`config.mk`:
```
export PLATFORM = sky130hd
export DESIGN_NAME = cau_front
export DESIGN_NICKNAME = d
export VERILOG_FILES = /design/src/design/cau_pkg.sv /design/src/design/cau_front.sv
export SDC_FILE = /design/constraint.sdc
export NUM_CORES = 2
export LEC_CHECK = 0
export ABC_CLOCK_PERIOD_IN_PS = 9290
export BUFFER_PORTS_ARGS = -buffer_cell sky130_fd_sc_hd__buf_2
export CAP_MARGIN = 20
export CORE_MARGIN = 1
export CORE_UTILIZATION = 46
export DETAILED_ROUTE_END_ITERATION = 10
export SLEW_MARGIN = 20
export SYNTH_ARGS = -nofsm -noshare
export SYNTH_HDL_FRONTEND = slang
export SYNTH_SLANG_ARGS = --single-unit
```
`constraint.sdc`:
```
create_clock -name vclk -period 9.29
set_clock_uncertainty 0.05 [all_clocks]
set_input_delay 0.4645 -clock vclk [all_inputs]
set_output_delay 0.4645 -clock vclk [all_outputs]
set_load 0.02 [all_outputs]
```
`src/design/cau_pkg.sv`:
```
// Package for the complex arithmetic unit: operation codes, status codes and
// default widths. Depends on nothing; all files but cau_if.sv import it.
package cau_pkg;

  localparam int DataWidthDef = 16;
  localparam int FracBitsDef  = 12;
  localparam int QueueDepth   = 2;

  typedef enum logic [2:0] {
    MODE_ADD = 3'd0,
    MODE_SUB = 3'd1,
    MODE_MUL = 3'd2,
    MODE_DIV = 3'd3,
    MODE_NEG = 3'd4
  } mode_e;

  typedef enum logic [1:0] {
    STAT_OK   = 2'd0,
    STAT_OVF  = 2'd1,
    STAT_DIV0 = 2'd2
  } status_e;

  // Handshake state of the queue as seen by its two neighbors.
  typedef struct packed {
    logic full;
    logic empty;
  } queue_stat_t;

endpackage

```
`src/design/cau_front.sv`:
```
// Front end: accepts requests, forms the partial products, sums and the divisor
// norm, and packs them into a queue entry. Depends on cau_pkg.
module cau_front import cau_pkg::*; #(
  parameter int DW = DataWidthDef,
  parameter int EW = 3 + 4 * (2 * DW) + (2 * DW + 1) + 2 * (DW + 1)
) (
  input  logic          valid_i,
  output logic          ready_i_o,
  input  logic [2:0]    mode_i,
  input  logic [DW-1:0] a_real_i,
  input  logic [DW-1:0] a_imag_i,
  input  logic [DW-1:0] b_real_i,
  input  logic [DW-1:0] b_imag_i,
  input  queue_stat_t   qstat_i,
  output logic          push_o,
  output logic [EW-1:0] entry_o
);
  localparam int PW = 2 * DW;

  logic signed [DW-1:0] ar, ai, br, bi;
  logic signed [PW-1:0] p_rr, p_ii, p_ir, p_ri, p_bb_r, p_bb_i;
  logic        [PW:0]   den;
  logic signed [DW:0]   s_re, s_im;

  assign ar = $signed(a_real_i);
  assign ai = $signed(a_imag_i);
  assign br = $signed(b_real_i);
  assign bi = $signed(b_imag_i);

  assign p_rr   = PW'(ar) * PW'(br);
  assign p_ii   = PW'(ai) * PW'(bi);
  assign p_ir   = PW'(ai) * PW'(br);
  assign p_ri   = PW'(ar) * PW'(bi);
  assign p_bb_r = PW'(br) * PW'(br);
  assign p_bb_i = PW'(bi) * PW'(bi);
  // Both squares are non-negative, so the norm is an unsigned sum.
  assign den    = {1'b0, p_bb_r} + {1'b0, p_bb_i};

  always_comb begin
    s_re = '0;
    s_im = '0;
    case (mode_i)
      MODE_ADD: begin
        s_re = (DW+1)'(ar) + (DW+1)'(br);
        s_im = (DW+1)'(ai) + (DW+1)'(bi);
      end
      MODE_SUB: begin
        s_re = (DW+1)'(ar) - (DW+1)'(br);
        s_im = (DW+1)'(ai) - (DW+1)'(bi);
      end
      MODE_NEG: begin
        s_re = -(DW+1)'(ar);
        s_im = -(DW+1)'(ai);
      end
      default: begin
        s_re = '0;
        s_im = '0;
      end
    endcase
  end

  assign ready_i_o = !qstat_i.full;
  assign push_o    = valid_i && !qstat_i.full;
  assign entry_o   = {mode_i, p_rr, p_ii, p_ir, p_ri, den, s_re, s_im};
endmodule

```
# [Yosys cells after proc, flatten, opt, wreduce, memory -nomap -nowiden]
# Index checks and enable logic that the tools add are counted.
[totals] register_bits=0 latchBits=0 ramBits=0 mem_bits_ro=0 input_bits=70 out_inout_bits=200 word_cells=20 memories=0
[op_classes] addsub=7 mul=6 div_mod_pow=0 magnitude_cmp=0 n_eq_ne=2 shift=0 mux=2 bitwise_logic=0 n_reduce_logical=3
[ops] operator="$mul A16 B16 Y32" count=6
[ops] operator="$pmux W17 S3" count=2
[ops] operator="$add A16 B16 Y17" count=2
[ops] operator="$neg A16 Y17" count=2
[ops] operator="$sub A16 B16 Y17" count=2
[ops] operator="$add A32 B32 Y33" count=1
[ops] operator="$eq A3 B1 Y1 const B" count=1
[ops] operator="$eq A3 B3 Y1 const B" count=1
[ops] operator="$logic_not A3 Y1" count=1
[ops] operator="$logic_and A1 B1 Y1" count=1
[ops] operator="$logic_not A1 Y1" count=1

# [Depth between registers and ports, before layout]
[logic_depth] depth_word=2 mapped_depth=35 depth_no_buf=33

# [Worst setup path after synthesis]
# OpenSTA, ideal clock, no wires.
[synth_path] path_kind="input -> output" startpoint="input b_imag_i[2]" endpoint="output entry_o[64]" t_arrival_ps=8230 t_required_ps=8775 slack_ps=545 path_stages=31 n_path_buf=3 cell_sequence="clkbuf_1 > clkbuf_1 > clkbuf_1 > nand2_1 > fa_1 > fa_1 > fa_1 > inv_1 > fa_1 > fa_1 > inv_1 > fa_1 > inv_1 > ha_1 > nand3_1 > or4b_1 > a21boi_1 > o21a_1 > nor2_1 > o311a_1 > o311a_1 > ha_1 > a21oi_2 > nand2_1 > o311a_1 > a32o_1 > o22a_2 > a211oi_4 > a21oi_2 > a31oi_2 > xnor2_1"
[synth_between] elab_chain_cells=2
[synth_rtl] item="start, declared" line="cau_front.sv:13" source="input logic [DW-1:0] b_imag_i,"
[synth_rtl] item="$mul A16 B16 Y32" line="cau_front.sv:35" source="assign p_bb_i = PW'(bi) * PW'(bi);"
[synth_rtl] item="$add A32 B32 Y33" line="cau_front.sv:37" source="assign den = {1'b0, p_bb_r} + {1'b0, p_bb_i};"
[synth_rtl] item="end, declared" line="cau_front.sv:16" source="output logic [EW-1:0] entry_o"
# No other way between the ends.

# [Worst setup path after layout]
# Ends and elaborated chain as after synthesis.

==> summary.txt <==
GRT
  • GRT Residual Overflow: 0
  • Gr usage total: 0.256
  • Initial antenna violation count: 15
  • Vias in the first global route: 49200
  • Global-route wire length before repair: 271000 um
  • Largest net degree at the start of global routing: 51

Final layout
  • Layout area overhead: 5.67%
  • Share of layout cells above drive strength 1: 0.0651
  • Register area: 0 um^2
  • Final core utilization: 0.492
  • Final Net Count: about 9300
  • Area of the multi-input gates: 0.0533 mm^2
  • CLK BUF: 0
  • Filler-free cell count of the finished design: 8857
  • # fillers: 12800
  • Seq cells: 0

Detailed routing
  • Drt via density: 5.20
  • Total length of routed wires: 166000 um
  • Drt pass-1 iters: 6
  • DRC: 0
  • Via Count: 46000
  • WL/cell: 18.7 um
  • DR iter-0 viols: 2856
  • Antenna-violating nets left: 0

Synth
  • Synth top area cells: fa_1 (50%), ha_1 (12%), inv_1 (11%)
  • Commonest cells post-synth: inv_1 (1820), fa_1 (1525), nand2_1 (823), ha_1 (580), and2_1 (400)
  • Mux contribution to synthesized area: 0.00135
  • Syn Area/Cell: around 8.8 um^2
  • Synth Area in Compound Gates: 0.0677
  • Post-Synthesis Cells: 7000
  • Syn Std Cell Area: 0.0614 mm^2
  • Post-Synth Simple-Gate Area: 0.138
  • Sequential element share of the synthesized area: 0
  • Largest family of logic cells by synthesized area: adder cells
  • Post-synth top area share: 0.497
  • Synth Area in XOR/XNOR: 0.0461
  • Synth unique cells: slightly above 90
  • Yosys warning count: 0
  • Count leader, synth: inv_1
  • Synth area leader: fa_1
  • Area share of fa/ha/maj cells after synthesis: 0.616
  • Mapped Nets: 9175

Timing
  • Final period util: 0.964
  • Worst slew pin tran: between 1 and 1.5 ns
  • Post-route setup slack: around 0.34 ns
  • Slew margin rel.: 0.210
  • Final period demand of the worst path: 8.95 ns
  • Fin. Hold Viols: 0
  • Final setup fails: 0
  • Fmax: 0.112 GHz
  • Slew Limit Fails: 0
  • TNS Setup: 0 ns

Critical path
  • Slowest stage delay, CP: 0.57 ns
  • Worst Path Max Fanout: 11
  • Critical Path Source Type: input pin
  • Crit end category: output port
  • WP data required: 8.78 ns
  • Critical path arrival: 8.44 ns
  • CP Class: in2out
  • Most frequent CP cell: fa_1
  • CP max stage cell: or4b_4

Clocking
  • Setup bufs post-CTS: 0

Floorplanning
  • Core Area: around 0.13 mm^2
  • Die Y: 367 um
  • Row cnt: 133
  • Die area: 0.135 mm^2
  • Die X: 367 um
  • Initial core utilization: 0.465
  • I/O pins: 270

Job
  • Max-cap violations: 0

Place
  • IO Port Bufs: 269
  • Placed Cells incl. Taps: 8847
  • Hpwl dp: 141000 um
  • Place WS: between 0.2 and 0.3 ns
  • Routability cong.: 0.918

Outcome
  • Status: finished, final reports clean

Worst hold path
  • Hold Path Class: in2out
## layout by cell type (no fill, tap or decap), types with 52 or more instances in the layout
cell type	netlist	routed
buf_2	1	268
a21oi_1	163	163
nand2_1	823	823
nand3_1	52	52
and2_1	400	400
xor2_1	87	87
ha_1	580	580
buf_4	3	135
nor2_1	274	274
o21ai_0	68	68
xnor2_1	236	234
a21o_1	80	80
nand2b_1	83	83
fa_1	1525	1525
inv_1	1820	1820
## metrics by stage
stage	hold WS, ns	cell area, um^2
floorplan	0.956	61400
detailed placement	1.14	64800
global route	1.16	64800
finish	1.14	64900
CTS	1.14	64800
global placement	1.13	64800
## worst max-delay path: cells and delay by family
kind	cells	cell delay, ns
buffers and inverters	5	0.67
AOI/OAI and AO/OA	11	2.50
xor gates and xnor gates	1	0.21
and+or+nand+nor	5	1.04
adders and majority gates	8	3.54
## cell families after synthesis
kind of cell / count (synthesis)
xor gates and xnor gates: 323
and+or+nand+nor: 1795
adders and majority gates: 2105
muxes: 8
buffers and inverters: 2148
AOI/OAI and AO/OA: 621
## final cells by class
| type | count | area share |
|---|---|---|
| Antenna cell | 10 | 0.000386 |
| Inverter | 1833 | 0.106 |
| Tap cell | 1755 | 0.0339 |
| Multi-Input combinational cell | 4852 | 0.822 |
| Timing Repair Buffer | 407 | 0.0373 |
## layer usage
metal	part of all wire	up-vias	GRT usage	routed length, um
met3	0.076	219	0.0443	12600
met2	0.47	1329	0.421	78100
met1	0.42	23600	0.346	69100
met4	0.036	14	0.0739	6010
li1	-	20800	-	-
met5	0.00046	-	0	77
## what timing repair did
| action | CTS | global route |
|---|---|---|
| gates resized for setup | 0 | 8 |
| hold buffers | 0 | 0 |
| setup endpoints to repair | 0 | 4 |
## final timing paths
kind	from	slack, ns	end	depth (start not counted)
worst max-delay path	b_imag_i[2]	0.34	entry_o[64]	30
worst min-delay path	qstat_i[1]	1.14	ready_i_o	3
