$ cat src/design/cau_pkg.sv
// Package for the complex arithmetic unit: operation codes, status codes and
// default widths. Depends on nothing; all files but cau_if.sv import it.
package cau_pkg;

  localparam int DataWidthDef = 16;
  localparam int FracBitsDef  = 12;
  localparam int QueueDepth   = 2;

  typedef enum logic [2:0] {
    MODE_ADD = 3'd0,
    MODE_SUB = 3'd1,
    MODE_MUL = 3'd2,
    MODE_DIV = 3'd3,
    MODE_NEG = 3'd4
  } mode_e;

  typedef enum logic [1:0] {
    STAT_OK   = 2'd0,
    STAT_OVF  = 2'd1,
    STAT_DIV0 = 2'd2
  } status_e;

  // Handshake state of the queue as seen by its two neighbors.
  typedef struct packed {
    logic full;
    logic empty;
  } queue_stat_t;

endpackage

$ cat src/design/cau_queue.sv
// Two-entry queue between the front and back ends.
// Depends on cau_pkg for the queue depth and status struct.
module cau_queue import cau_pkg::*; #(
  parameter int EW = 8
) (
  input  logic          clk_i,
  input  logic          rst_ni,
  input  logic          push_i,
  input  logic [EW-1:0] wdata_i,
  input  logic          pop_i,
  output logic [EW-1:0] rdata_o,
  output queue_stat_t   qstat_o
);
  localparam int AW = $clog2(QueueDepth);

  logic [EW-1:0] mem_q [QueueDepth];
  logic [AW-1:0] wptr_q, rptr_q;
  logic [AW:0]   cnt_q;

  assign qstat_o.full  = (cnt_q == (AW+1)'(QueueDepth));
  assign qstat_o.empty = (cnt_q == '0);
  assign rdata_o       = mem_q[rptr_q];

  always_ff @(posedge clk_i) begin
    if (push_i) begin
      mem_q[wptr_q] <= wdata_i;
    end
  end

  always_ff @(posedge clk_i or negedge rst_ni) begin
    if (!rst_ni) begin
      wptr_q <= '0;
      rptr_q <= '0;
      cnt_q  <= '0;
    end else begin
      if (push_i) begin
        wptr_q <= wptr_q + 1'b1;
      end
      if (pop_i) begin
        rptr_q <= rptr_q + 1'b1;
      end
      if (push_i && !pop_i) begin
        cnt_q <= cnt_q + 1'b1;
      end else if (pop_i && !push_i) begin
        cnt_q <= cnt_q - 1'b1;
      end
    end
  end
endmodule

$ cat config.mk
export PLATFORM = sky130hd
export DESIGN_NAME = cau_queue
export DESIGN_NICKNAME = d
export VERILOG_FILES = /design/src/design/cau_pkg.sv /design/src/design/cau_queue.sv
export SDC_FILE = /design/constraint.sdc
export NUM_CORES = 1
export LEC_CHECK = 0
export ABC_CLOCK_PERIOD_IN_PS = 3010
export BUFFER_PORTS_ARGS = -buffer_cell sky130_fd_sc_hd__buf_4
export CAP_MARGIN = 20
export CORE_MARGIN = 4
export CORE_UTILIZATION = 30
export CTS_CLUSTER_SIZE = 40
export DETAILED_ROUTE_END_ITERATION = 8
export GPL_TIMING_DRIVEN = 0
export SLEW_MARGIN = 10
export SYNTH_ARGS = -nofsm -noshare
export SYNTH_HDL_FRONTEND = slang
export SYNTH_SLANG_ARGS = --single-unit
$ cat constraint.sdc
create_clock -name clk_i -period 3.01 [get_ports clk_i]
set_input_delay 0.1505 -clock clk_i [delete_from_list [all_inputs] [get_ports clk_i]]
set_output_delay 0.1505 -clock clk_i [all_outputs]
set_load 0.005 [all_outputs]
**Word-level counts from Yosys, hierarchy flattened**

Memory sizes are Yosys's and may differ from the RTL's.
Cells that the tools add are included.

- RAM bits: 16
- Bits of input ports: 12
- Bits in registers: 4
- Output and inout bits: 10
- Logic and storage cells: 19
- Memories: 1

Memories:

| name | words | bits a word | read ports | clocked after memory_dff | wr ports | line | RTL |
|---|---|---|---|---|---|---|---|
| mem_q | 2 | 8 | 1 | 0 | 1 | cau_queue.sv:16 | `logic [EW-1:0] mem_q [QueueDepth];` |

- Multiplexer cells: 4
- Equality and inequality tests: 1
- Reductions and logical operators: 6
- Add/subtract/negate cells: 4

Operators by type and width:

| operator | count |
|---|---|
| $mux 2 | 2 |
| $add 1x1->1 const B | 2 |
| $add 2x1->2 const B | 1 |
| $eq 2x2->1 const B | 1 |
| $logic_and 1x1->1 | 2 |
| $logic_not 1->1 | 2 |
| $logic_not 2->1 | 1 |
| $mux 1 | 2 |
| $reduce_bool 2->1 | 1 |
| $sub 2x1->2 const B | 1 |

**Logic depth before layout (Yosys ltp)**

- Depth after elaboration: 4
- Mapped depth: 5
- Depth with buffers taken out: 5

**Least setup slack after synthesis**

Ideal clock, no wire load.

- Kind: register to register
- From: register wptr_q
- To: memory mem_q[0][0] (enable)
- Period minus slack after synthesis: 1.162 ns
- Required time: 2.637 ns
- Path slack: 1.848 ns
- Cell stages (with the launch flop): 2
- Library setup time: 0.373 ns
- Arrival: 0.789 ns
- Buffers on the path: 0
- Path through: dfrtp_1 -> nor2b_1

RTL lines:

| element | line | RTL |
|---|---|---|
| start: declaration | cau_queue.sv:17 | `logic [AW-1:0] wptr_q, rptr_q;` |
| start signal: assignment | cau_queue.sv:37 | `wptr_q <= wptr_q + 1'b1;` |
| end: declaration | cau_queue.sv:16 |  |

Straight into the memory's write port.

**Final worst setup path**

- From: register rptr_q
- To: output port rdata_o[6]

- Cells in the longest elaborated chain, start to end: 1

Ends and longest elaborated chain:

| element | line | RTL |
|---|---|---|
| start: declaration | cau_queue.sv:17 |  |
| start signal: assignment | cau_queue.sv:40 | `rptr_q <= rptr_q + 1'b1;` |
| $mem_v2 2x8 | -- |  |
| end: declaration | cau_queue.sv:11 | `output logic [EW-1:0] rdata_o,` |

Every way passes these cells.

==> flow_metrics.py <==
metrics = {
    "clock_tree": {
        "insertion_delay_ps": 290,
        "cts_buffers": 3,
        "ctsHtreeMaxLevel": 1,
        "cts_tree": "yes",
        "postCtsSetupRepairBufs": 0,
        "path_clk_slew_ps": 110,
        "cts_root_buffer": "clkbuf_4",
        "clock_tree.buffer_depth": 2,
        "cts_num_sinks": 20,
    },
    "yosys": {
        "yosysWarnings": 0,
        "ys_seq_area_share_pct": 75.3,
        "syn-num-nets": 54,
        "avgSynthCellArea_um2": 18.8,
        "yosysUniqueCellTypes": 12,
        "synth-seq-cells": 20,
        "syn_inst": 41,
        "syn_area_um2": 771,
    },
    "drt": {
        "ant_nets": 0,
        "drt_iter0_markers": 1,
        "avgViaCountPerCell": 4.22,
        "postRouteWirelength_um": 1180,
        "drtPass1Iterations": 3,
        "drc": 0,
        "via_count": 414,
        "post_drt_wl_per_cell_um": 12.1,
    },
    "timing": {
        "final.min_clock_period_ps": 1420,
        "hold_violations": 0,
        "max_freq_mhz": 705,
        "worst_slew_pin_slew_ps": 737,
        "layout_worst_path_cycle_share_pct": 47.1,
        "fin_setup_tns_ps": 0,
        "worst_clock_skew_ps": 4.80,
        "rsz0062_at_grt": "no",
        "setup_violations": 0,
        "final-max-slew-violation-count": 0,
        "slew_headroom_pct": 50.8,
    },
    "worst_hold_path": {
        "worstHoldPathType": "input pin to register",
    },
    "global_routing": {
        "grt_pass1_wl_um": 1940,
        "grt_max_degree": 12,
        "grt_overflow": 0,
        "antenna_found_initial": 0,
        "grtUsageTotal_pct": 7.83,
        "grt_pass1_vias": 441,
    },
    "floorplan": {
        "die_w_um": 58.7,
        "dieArea_um2": 3440,
        "die_h_um": 58.7,
        "rows": 18,
        "pin_count": 22,
        "core_um2": 2450,
        "start_util_pct": 31.4,
    },
    "setup_path": {
        "path_max_fanout": 9,
        "max_stage_delay_ps": 360,
        "cp.required_ps": 2860,
        "timing.rr.end": "mem_q[0][5]$_DFFE_PP_",
        "rr_startpoint": "wptr_q$_DFFE_PN0P_",
        "crit_chain": "buf_6, mux2_2, buf_4",
        "cp_slowest_cell": "dfrtp_1",
        "endpoint": "rdata_o[6]",
        "critPathCaptureType": "primary output",
        "critPathLaunch": "rptr_q$_DFFE_PN0P_",
        "start_kind": "register",
        "crit_type": "register to primary output",
        "ff2ff_path_depth": 1,
        "critical_path_arrival_ps": 1270,
        "reg2reg_slack_ps": 1640,
    },
    "final_layout": {
        "drive_gt1_share_pct": 51.5,
        "diodes": 0,
        "fin_cells": 98,
        "nFillCells": 237,
        "nets": 82,
        "area_growth_pct": 32.6,
    },
    "power_and_ir_drop": {
        "p_leak_nw": 0.413,
        "vdd_drop_max_mv": 0.367,
        "power_density_nw_per_um2": 815,
        "p_total_mw": 0.833,
    },
    "outcome": {
        "status": "complete, no violations",
    },
    "placed_design": {
        "dp.cells": 92,
        "place.gp.congestion": 0.595,
        "port_buffers": 21,
        "hpwl_um": 857,
    },
    "run": {
        "drv_cap": 0,
    },
}
stage by stage:
stage / worst slack, ps / instance area, um2 / hold WS (ps) / utilization [%]
after global routing: 1510 / 1020 / 2.43 / 41.6
after global placement: 1620 / 966 / -50.2 / 39.3
after detailed placement: 1600 / 966 / -48.7 / 39.3
final: 1590 / 1020 / 35.0 / 41.6
after CTS: 1560 / 1010 / 25.9 / 41.2
after floorplan: 1850 / 771 / -145 / -
cell usage in the layout, fill, tap and decap left out, types with 2 or more instances in the layout:
| cell type | count |
|---|---|
| dfrtp_1 | 4 |
| buf_4 | 21 |
| dlygate4sd3_1 | 2 |
| xor2_1 | 4 |
| mux2_2 | 8 |
| clkbuf_4 | 3 |
| edfxtp_1 | 16 |
| nor2_1 | 2 |
how the worst min path moves through the flow:
stage | start | end | slack [ps] | depth (start not counted)
global placement | rst_ni | cnt_q[1]$_DFFE_PN0P_ | -50 | 1
floorplan | rst_ni | cnt_q[0]$_DFFE_PN0P_ | -150 | 0
global route | wdata_i[1] | mem_q[1][1]$_DFFE_PP_ | 2 | 1
finish | pop_i | rptr_q$_DFFE_PN0P_ | 40 | 2
CTS | wdata_i[3] | mem_q[1][3]$_DFFE_PP_ | 30 | 1
detailed placement | rst_ni | cnt_q[1]$_DFFE_PN0P_ | -50 | 1
power by group:
part	switching [mW]	leakage [nW]	internal [mW]
Sequential	0.0315	0.197	0.376
Clock	0.0753	0.0210	0.0737
Combinational	0.108	0.195	0.169
Total	0.215	0.413	0.619
state kept, by name, summed over array words and instances (netlist names):
signal,flops
wptr_q,1
mem_q,16
rptr_q,1
cnt_q,2
kinds of logic (layout without fill, tap and decap cells):
group	Yosys count	after routing	synth area share (%)
XOR/XNOR	5	5	5.68
adder cells (fa/ha/maj)	1	1	1.62
buffers and inverters	2	29	1.95
flip-flops	20	20	75.3
multiplexers	8	8	11.7
AND/OR/NAND/NOR	5	5	3.74
routing by layer:
| metal | vias to the layer above | part of all wire (%) | track usage [%] |
|---|---|---|---|
| met2 | 15 | 48 | 11.5 |
| met4 | 0 | 0 | 4.85 |
| met3 | 0 | 11 | 3.51 |
| met5 | - | 0 | 0 |
| li1 | 201 | - | - |
| met1 | 198 | 41 | 9.34 |
cells in the mapped netlist:
cell,n,share of area [%]
edfxtp_1,16,62
mux2_2,8,12
dfrtp_1,4,13
xor2_1,4,4.5
nor2_1,2,0.97
and2_1,1,0.81
and2b_2,1,1.1
buf_6,1,1.5
ha_1,1,1.6
inv_1,1,0.49
nor2b_1,1,0.81
xnor2_1,1,1.1
timing repair:
action / 4_1_cts / 5_1_grt
hold buffers: 1 / 1
gates resized for setup: 0 / 0
endpoints found under the hold margin: 4 / 2
area by class of cell:
| class | count | area, um2 | share of cell area [%] |
|---|---|---|---|
| sequential | 20 | 581 | 56.8 |
| inverter | 1 | 3.75 | 0.367 |
| buffer | 1 | 11.3 | 1.10 |
| multi-input combinational | 19 | 175 | 17.1 |
| clock buffer | 4 | 36.3 | 3.55 |
| timing repair buffer | 23 | 178 | 17.4 |
| tap | 30 | 37.5 | 3.67 |
worst max-delay path: cells and delay by family, from the launching register on:
family | cells | cell delay (ps)
flip-flops | 1 | 360
buffers and inverters | 2 | 280
multiplexers | 1 | 340
Power figures use the tool's default switching activity.
